### src/hw/rtl/zsrle_pkg.sv
`default_nettype none

package zsrle_pkg;

  localparam int MAX_HEIGHT = 1024;

  localparam int HEIGHT_W = 11;
  localparam int BYTE_W   = 8;
  localparam int ROW_W    = 10;
  localparam int REP_W    = 9;

  localparam logic [HEIGHT_W-1:0] HEIGHT_RESET = HEIGHT_W'(200);
  localparam logic [HEIGHT_W-1:0] HEIGHT_MAX   = HEIGHT_W'(MAX_HEIGHT);

  localparam int OUT_TDATA_W = 32;
  localparam int OUT_USED_W  = BYTE_W + ROW_W + REP_W;

  // one decoded row as it waits in the queue
  typedef struct packed {
    logic              strip_end;
    logic [REP_W-1:0]  repeat_rows;
    logic [ROW_W-1:0]  first_row;
    logic [BYTE_W-1:0] row_bits;
  } zsrle_row_t;

  typedef struct packed {
    logic       push;
    zsrle_row_t row;
  } zsrle_push_t;

  function automatic logic [HEIGHT_W-1:0] eff_height(input logic [HEIGHT_W-1:0] h);
    logic [HEIGHT_W-1:0] r;
    r = h;
    if (h == '0) r = HEIGHT_W'(1);
    else if (h > HEIGHT_MAX) r = HEIGHT_MAX;
    return r;
  endfunction

endpackage

`default_nettype wire

### src/hw/rtl/zplane_strip_rle_decoder.sv
`default_nettype none

// Z-plane strip RLE decoder. Takes one compressed byte per cycle on in_*, and for each
// row byte (not header bytes) emits one row transaction on out_*: the eight mask bits,
// the strip row it starts at, its repeat count (1..256, run rows are not expanded) and
// tlast on the row that completes the strip. Throughput is one byte per cycle while
// in_tready is high; rows reach out_* through the queue. The decode state sits in the
// front stage, which writes finished rows into a two-entry queue whose head drives
// out_*, so in_tready only drops while both queue entries are held by a stalled sink.
// cfg_* sets the strip height (0 acts as 1, above 1024 acts as 1024) and restarts the
// strip; write it only while the decoder is idle. Height after reset is 200.
module zplane_strip_rle_decoder
  import zsrle_pkg::*;
(
  input  wire logic                   clk,
  input  wire logic                   rst_n,
  input  wire logic                   in_tvalid,
  output logic                        in_tready,
  input  wire logic [7:0]             in_tdata,   // [7:0] code_byte
  output logic                        out_tvalid,
  input  wire logic                   out_tready,
  output logic [OUT_TDATA_W-1:0]      out_tdata,  // [7:0] row_bits, [17:8] first_row,
                                                  // [26:18] repeat_rows, rest zero
  output logic                        out_tlast,  // strip_end
  input  wire logic                   cfg_valid,
  output logic                        cfg_ready,
  input  wire logic [HEIGHT_W-1:0]    cfg_data
);

  zsrle_push_t push;
  zsrle_row_t  head;
  logic        full;
  logic        head_valid;

  assign in_tready = !full;
  assign cfg_ready = 1'b1;

  zsrle_front u_front (
    .clk        (clk),
    .rst_n      (rst_n),
    .cfg_wr     (cfg_valid),
    .cfg_height (cfg_data),
    .byte_acc   (in_tvalid && !full),
    .code_byte  (in_tdata),
    .push_o     (push)
  );

  zsrle_queue u_queue (
    .clk        (clk),
    .rst_n      (rst_n),
    .push_i     (push),
    .full       (full),
    .head_valid (head_valid),
    .head       (head),
    .pop        (out_tready)
  );

  assign out_tvalid = head_valid;
  assign out_tdata  = {(OUT_TDATA_W - OUT_USED_W)'(0), head.repeat_rows, head.first_row,
                       head.row_bits};
  assign out_tlast  = head.strip_end;

endmodule

`default_nettype wire

### src/hw/rtl/zsrle_front.sv
`default_nettype none

module zsrle_front
  import zsrle_pkg::*;
(
  input  wire logic                clk,
  input  wire logic                rst_n,
  input  wire logic                cfg_wr,
  input  wire logic [HEIGHT_W-1:0] cfg_height,
  input  wire logic                byte_acc,
  input  wire logic [BYTE_W-1:0]   code_byte,
  output zsrle_push_t              push_o
);

  localparam logic [1:0] PH_HEADER  = 2'd0;
  localparam logic [1:0] PH_RUN     = 2'd1;
  localparam logic [1:0] PH_LITERAL = 2'd2;

  logic [1:0]          phase_r, phase_nxt;
  logic [REP_W-1:0]    count_r, count_nxt;
  logic [HEIGHT_W-1:0] rows_r, rows_nxt;
  logic [HEIGHT_W-1:0] height_r, height_nxt;

  logic [REP_W-1:0]    n_req;
  logic [HEIGHT_W-1:0] n_clip;
  logic [HEIGHT_W-1:0] rows_after;
  logic [HEIGHT_W-1:0] first_full;
  logic [REP_W-1:0]    hdr_count;
  logic                done;

  always_comb begin
    n_req      = (phase_r == PH_RUN) ? count_r : REP_W'(1);
    n_clip     = ({2'b00, n_req} > rows_r) ? rows_r : {2'b00, n_req};
    rows_after = rows_r - n_clip;
    done       = (rows_after == '0);
    first_full = height_r - rows_r;
    // count of zero stands for 256
    hdr_count  = (code_byte[6:0] == 7'd0) ? REP_W'(256) : {2'b00, code_byte[6:0]};
  end

  always_comb begin
    phase_nxt  = phase_r;
    count_nxt  = count_r;
    rows_nxt   = rows_r;
    height_nxt = height_r;
    push_o.push             = 1'b0;
    push_o.row.row_bits     = code_byte;
    push_o.row.first_row    = first_full[ROW_W-1:0];
    push_o.row.repeat_rows  = n_clip[REP_W-1:0];
    push_o.row.strip_end    = done;

    if (cfg_wr) begin
      height_nxt = eff_height(cfg_height);
      phase_nxt  = PH_HEADER;
      count_nxt  = '0;
      rows_nxt   = eff_height(cfg_height);
    end else if (byte_acc) begin
      unique case (phase_r)
        PH_RUN, PH_LITERAL: begin
          push_o.push = 1'b1;
          rows_nxt    = rows_after;
          if (phase_r == PH_RUN) begin
            phase_nxt = PH_HEADER;
            count_nxt = '0;
          end else begin
            count_nxt = count_r - REP_W'(1);
            if (count_r == REP_W'(1)) phase_nxt = PH_HEADER;
          end
          if (done) begin
            phase_nxt = PH_HEADER;
            count_nxt = '0;
            rows_nxt  = height_r;
          end
        end
        default: begin
          count_nxt = hdr_count;
          phase_nxt = code_byte[7] ? PH_RUN : PH_LITERAL;
        end
      endcase
    end
  end

  always_ff @(posedge clk) begin
    if (!rst_n) begin
      phase_r  <= PH_HEADER;
      count_r  <= '0;
      rows_r   <= HEIGHT_RESET;
      height_r <= HEIGHT_RESET;
    end else begin
      phase_r  <= phase_nxt;
      count_r  <= count_nxt;
      rows_r   <= rows_nxt;
      height_r <= height_nxt;
    end
  end

endmodule

`default_nettype wire

### src/hw/rtl/zsrle_queue.sv
`default_nettype none

module zsrle_queue
  import zsrle_pkg::*;
(
  input  wire logic  clk,
  input  wire logic  rst_n,
  input  wire zsrle_push_t push_i,
  output logic       full,
  output logic       head_valid,
  output zsrle_row_t head,
  input  wire logic  pop
);

  zsrle_row_t mem_r [2];
  logic       wr_ptr_r, wr_ptr_nxt;
  logic       rd_ptr_r, rd_ptr_nxt;
  logic [1:0] cnt_r, cnt_nxt;
  logic       do_pop;

  assign full       = (cnt_r == 2'd2);
  assign head_valid = (cnt_r != 2'd0);
  assign head       = mem_r[rd_ptr_r];
  assign do_pop     = pop && head_valid;

  always_comb begin
    wr_ptr_nxt = wr_ptr_r ^ push_i.push;
    rd_ptr_nxt = rd_ptr_r ^ do_pop;
    cnt_nxt    = cnt_r + {1'b0, push_i.push} - {1'b0, do_pop};
  end

  always_ff @(posedge clk) begin
    if (push_i.push) begin
      mem_r[wr_ptr_r] <= push_i.row;
    end
  end

  always_ff @(posedge clk) begin
    if (!rst_n) begin
      wr_ptr_r <= 1'b0;
      rd_ptr_r <= 1'b0;
      cnt_r    <= 2'd0;
    end else begin
      wr_ptr_r <= wr_ptr_nxt;
      rd_ptr_r <= rd_ptr_nxt;
      cnt_r    <= cnt_nxt;
    end
  end

endmodule

`default_nettype wire

### config.mk
export PLATFORM = sky130hd
export DESIGN_NAME = zplane_strip_rle_decoder
export DESIGN_NICKNAME = d
export VERILOG_FILES = /design/src/hw/rtl/zsrle_pkg.sv /design/src/hw/rtl/zplane_strip_rle_decoder.sv /design/src/hw/rtl/zsrle_front.sv /design/src/hw/rtl/zsrle_queue.sv
export SDC_FILE = /design/constraint.sdc
export NUM_CORES = 1
export LEC_CHECK = 0
export BUFFER_PORTS_ARGS = -buffer_cell sky130_fd_sc_hd__buf_4
export CAP_MARGIN = 20
export CORE_MARGIN = 1
export CORE_UTILIZATION = 49
export CTS_BUF_LIST = sky130_fd_sc_hd__clkbuf_4
export DETAILED_ROUTE_END_ITERATION = 8
export PLACE_DENSITY = 0.69
export SYNTH_ARGS = -nofsm -noshare
export SYNTH_HDL_FRONTEND = slang
export SYNTH_SLANG_ARGS = --single-unit
### constraint.sdc
create_clock -name clk -period 10.28 [get_ports clk]
set_input_delay 0 -clock clk [delete_from_list [all_inputs] [get_ports clk]]
set_output_delay 0 -clock clk [all_outputs]
set_load 0.005 [all_outputs]
-- Word level (Yosys, flattened, before mapping)
Memories as Yosys holds them, arrays and structs flattened. A register that Yosys moved wholly into a read port is not among the register bits.
Cells that the tools add are included.
W data, S select, Z words.
- flip-flop bits (word level): 37
- bits in latches: 0
- RAM bits: 56
- bits in read-only memories: 0
- input port bits: 24
- memories kept: 1
- add/sub/neg operators: 5
- multiply operators: 0
- divide/modulo/power cells: 0
- order comparisons: 2
- equal/unequal tests: 5
- shifts and indexed selects: 0
- multiplexer cells: 23
- bitwise gates (word level): 3
- reductions and logical operators: 13
- memory list (name ; depth ; bits a word ; rd ports ; clocked after Yosys merged registers in ; wr ports ; line ; source):
    u_queue.mem_r ; 2 ; 28 ; 1 ; 1 ; 1 ; zsrle_queue.sv:15 ; zsrle_row_t mem_r [2];
- operators by type and width (kind ; number):
    $mux W11 ; 7
    $mux W9 ; 5
    $logic_not A11 Y1 ; 2
    $gt A11 B11 Y1 const B ; 1
    $gt A9 B11 Y1 ; 1
    $sub A11 B11 Y11 ; 1
    $mux W2 ; 5
    $sub A10 B10 Y10 ; 1
    $eq A9 B1 Y1 const B ; 1
    $sub A9 B1 Y9 const B ; 1
    $logic_not A7 Y1 ; 1
    $mux W1 ; 6
    $reduce_bool A2 Y1 ; 3
    $eq A2 B2 Y1 const B ; 2
    $ne A4 B1 Y1 const B ; 1
    $reduce_and A2 Y1 ; 2
    $reduce_or A2 Y1 ; 2
    $add A2 B1 Y2 ; 1
    $eq A2 B1 Y1 const B ; 1
    $logic_and A1 B1 Y1 ; 2
    $sub A2 B1 Y2 ; 1
    $xor A1 B1 Y1 ; 2
    $logic_not A1 Y1 ; 1
    $not A1 Y1 ; 1

-- Longest topological paths before layout
- depth after elaboration: 10
- mapped depth: 25
- gate-level depth less buffers: 22

-- By module
From an unflattened synthesis, not the netlist that was laid out.
- cells, all modules: 516
- area, all modules: 5502.8 um^2
- modules (own cells, without submodules) (module ; instances ; cells each ; area an instance (um^2) ; seq. area each (um^2)):
    zsrle_front ; 1 ; 396 ; 3064.2 ; 660.6
    zsrle_queue ; 1 ; 110 ; 2376.0 ; 1781.7
    zplane_strip_rle_decoder ; 1 ; 10 ; 62.6 ; 0.0

-- Worst setup path before layout
OpenSTA, ideal clock, no wires.
- path kind: register to register
- start point: register u_front.phase_r[1]
- end point: register u_front.count_r[2]
- library setup time: 0.117 ns
- arrival time: 4.697 ns
- path slack: 5.465 ns
- cell stages (with the launch flop): 20
- path buffers: 2
- cells stage by stage: dfxtp_1 inv_1 ha_1 clkbuf_1 and2_1 ha_1 nand4_1 o31ai_1 buf_2 mux2i_1 ha_1 fa_1 nand2b_1 a211oi_1 o21ai_0 a211oi_1 nand4_1 o21ai_2 a21oi_1 a32o_1
- RTL lines (item ; line ; source):
    start: declaration ; zsrle_front.sv:19 ; logic [1:0] phase_r, phase_nxt;
    start signal: assignment ; zsrle_front.sv:90 ; phase_r <= phase_nxt;
    end signal: assignment ; zsrle_front.sv:91 ; count_r <= count_nxt;
    end: declaration ; zsrle_front.sv:20 ; logic [REP_W-1:0] count_r, count_nxt;

==> impl_metrics.tcl <==
set metrics [dict create \
    status "finished, final reports clean" \
    synth_compound_area_share_pct 15.8 \
    wl_met1_um 6130 \
    worstSetupEndpointType "register" \
    netlist_instances 527 \
    yosys_warnings 0 \
    htreeDepth 3 \
    place_inst 703 \
    grt_pass1_vias 4096 \
    worstMarginPinSlew_ns 0.950 \
    required_ns 10.69 \
    fin_hold_ws_ns 0.0534 \
    dp_hpwl_um 9490 \
    areaGrowthSynthToFinish_pct 16.8 \
    stdcell_count 744 \
    rsz0062_at_grt "false" \
    cts-root-buf "clkbuf_4" \
    setup_viol_count_final 0 \
    grt_max_degree 30 \
    max_slew_margin_pct 36.5 \
    synthMuxAreaShare_pct 9.63 \
    design.core.area_sq_um 10800 \
    power_mw 1.01 \
    grt_use_total_pct 23.8 \
    grt_pass1_wl_um 20900 \
    synthTopCellsByCount "edfxtp_1 (56), nand2_1 (41), dfxtp_1 (38), mux2_2 (37), ha_1 (34)" \
    fin_setup_tns_ns 0 \
    finalNetCount 659 \
    synthXorXnorAreaFrac_pct 2.70 \
    drc_errors 0 \
    synth_top_area_share_pct 30.7 \
    dr.max_layer_used "met4" \
    start_util_pct 50.5 \
    async_reset_ff_share_pct 0 \
    postCtsSetupBuffers 0 \
    synth_area_sq_um 5470 \
    postLayoutCoreUtil_pct 58.9 \
    ys_seq_elements 94 \
    drt_wl_total_um 13200 \
    wl_met2_um 6010 \
    clock.fmax_ghz 0.163 \
    yosys-top-cells-area "edfxtp_1 (31%), dfxtp_1 (14%), ha_1 (7.8%)" \
    cp-start-kind "register" \
    crit_fanout 17 \
    antenna_found_initial 0 \
    p_leak_nw 2.55 \
    slew_viol_final 0 \
    power_density_nw_per_um2 158 \
    synthSimpleGateAreaFrac_pct 14.4 \
    pin_count 60 \
    fillers 932 \
    drt-initial-drc-count 352 \
    synth_top_family_by_area "compound AO/OA/AOI/OAI gates" \
    synth_ff_type "edfxtp_1" \
    ys_seq_area_share_pct 44.7 \
    hp-class "primary input to register" \
    die_w_um 108 \
    place_area_sq_um 5970 \
    wl_met3_um 736 \
    port_buffers 53 \
    vias 4314 \
    post-route-cell-area_sq_um 6390 \
    drive_above_1_share_pct 20.2 \
    ctsResizeCount 0 \
    die_area_sq_um 11600 \
    final_antenna_net_count 0 \
    synthAdderAreaFrac_pct 8.51 \
    detailedPlace.worstSlack_ns 4.85 \
    yosysMostFrequentCell "edfxtp_1" \
    synthDistinctLibCells 67 \
    cts_hold_buf 25 \
    cap_violations 0 \
    worst_slack_ns 4.13 \
    ff2ff_setup_slack_ns 4.13 \
    insertion_delay_ns 0.45 \
    path_clk_slew_ns 0.16 \
    ir_worst_vdd_mv 0.0970 \
    worstPathArrival_ns 6.56 \
    hold_viol 0 \
    fp.dieH_um 108 \
    avgSynthCellArea_sq_um 10.4 \
    post-route-min-period_ns 6.15 \
    skew_ns 0.0315 \
    yosysTopAreaCell "edfxtp_1" \
    cts_tree "built" \
    avgRoutedWirePerCell_um 17.7 \
    cts_buffers 9 \
    clock_path_buffers 2 \
    cts.sinks 94 \
    overflow 0 \
    n_antenna_cell 0 \
    first_pass_iters 5 \
    synth_edf_count 56 \
    finalCritPeriodShare_pct 59.8 \
    vias_per_cell 5.80 \
    crit_type "register to register" \
    rows 38 \
    gp_congestion 0.916 \
]
## logic make-up (layout without fill, tap and decap cells)
family	after synthesis	after routing
simple gates	153	153
compound gates	124	124
flops	94	94
buf+inv	54	127
mux	48	48
fa+ha+maj	36	36
xor+xnor	16	16
other cells	2	6
## final cells by class
type	instances	area, sq um	area share [%]
repair buffers	82	678	10.6
multi-input cells	383	2820	44.1
flip-flops and latches	94	2440	38.2
clock buffers	10	75.1	1.18
well taps	140	175	2.74
inverters	29	109	1.70
clock inverters	6	93.8	1.47
## worst paths after layout
check / start / endpoint / cells past startpoint
worst max-delay path: u_front.phase_r[1] / u_front.rows_r[4] / 23
worst min-delay path: out_tready / u_queue.rd_ptr_r / 4
worst max register to register: u_front.phase_r[1] / u_front.rows_r[4] / 23
worst min register to register: u_front.height_r[0] / u_front.rows_r[0] / 2
## power breakdown
group | internal, mW | switching [mW]
combinational | 0.162 | 0.170
sequential | 0.424 | 0.0185
clock | 0.103 | 0.129
## worst max-delay path, stage by stage, from the launching register on
cell and delay, ns:
dfxtp_1 0.36, inv_1 0.05, ha_1 0.27, and2_1 0.24, ha_1 0.31, a21oi_1 0.14, nor2b_1 0.06, o21ai_0 0.13
o21ai_0 0.10, nor2_1 0.10, o32ai_1 0.10, o31ai_2 0.08, buf_4 0.30, mux2_2 0.41, fa_1 0.46, nand2b_1 0.20
a211oi_1 0.29, o21ai_0 0.14, a211oi_1 0.42, nand4_1 0.30, nor2_1 0.72, a21oi_1 0.15, a211oi_1 0.22, dlygate4sd3_1 0.57
## state kept, by name, indices dropped and copies added, names as in the netlist, named ones only
signal	count
u_queue.mem_r	56
u_front.height_r	11
u_front.rows_r	11
u_front.count_r	9
u_front.phase_r	2
u_queue.cnt_r	2
u_queue.rd_ptr_r	1
u_queue.wr_ptr_r	1
## per-layer routing
layer | up-vias | GRT usage [%]
met5 | - | 0
met4 | 0 | 8.61
met3 | 26 | 4.36
met2 | 154 | 37.1
met1 | 2056 | 33.1
li1 | 2078 | -
## cell usage in the layout, fill, tap and decap left out, drive strengths merged, types with 7 or more instances in the layout
cell / count
o21ai: 22
edfxtp: 56
nand2b: 7
dlygate4sd3: 25
inv: 30
xor2: 7
xnor2: 9
nand3: 11
ha: 34
a211oi: 9
mux2: 37
a21oi: 31
nor2: 33
buf: 57
nand2: 41
clkbuf: 10
a31oi: 12
nor2b: 14
a21o: 7
mux2i: 11
dfxtp: 38
and2: 13
Note: power is estimated with default switching activity, not from simulation.
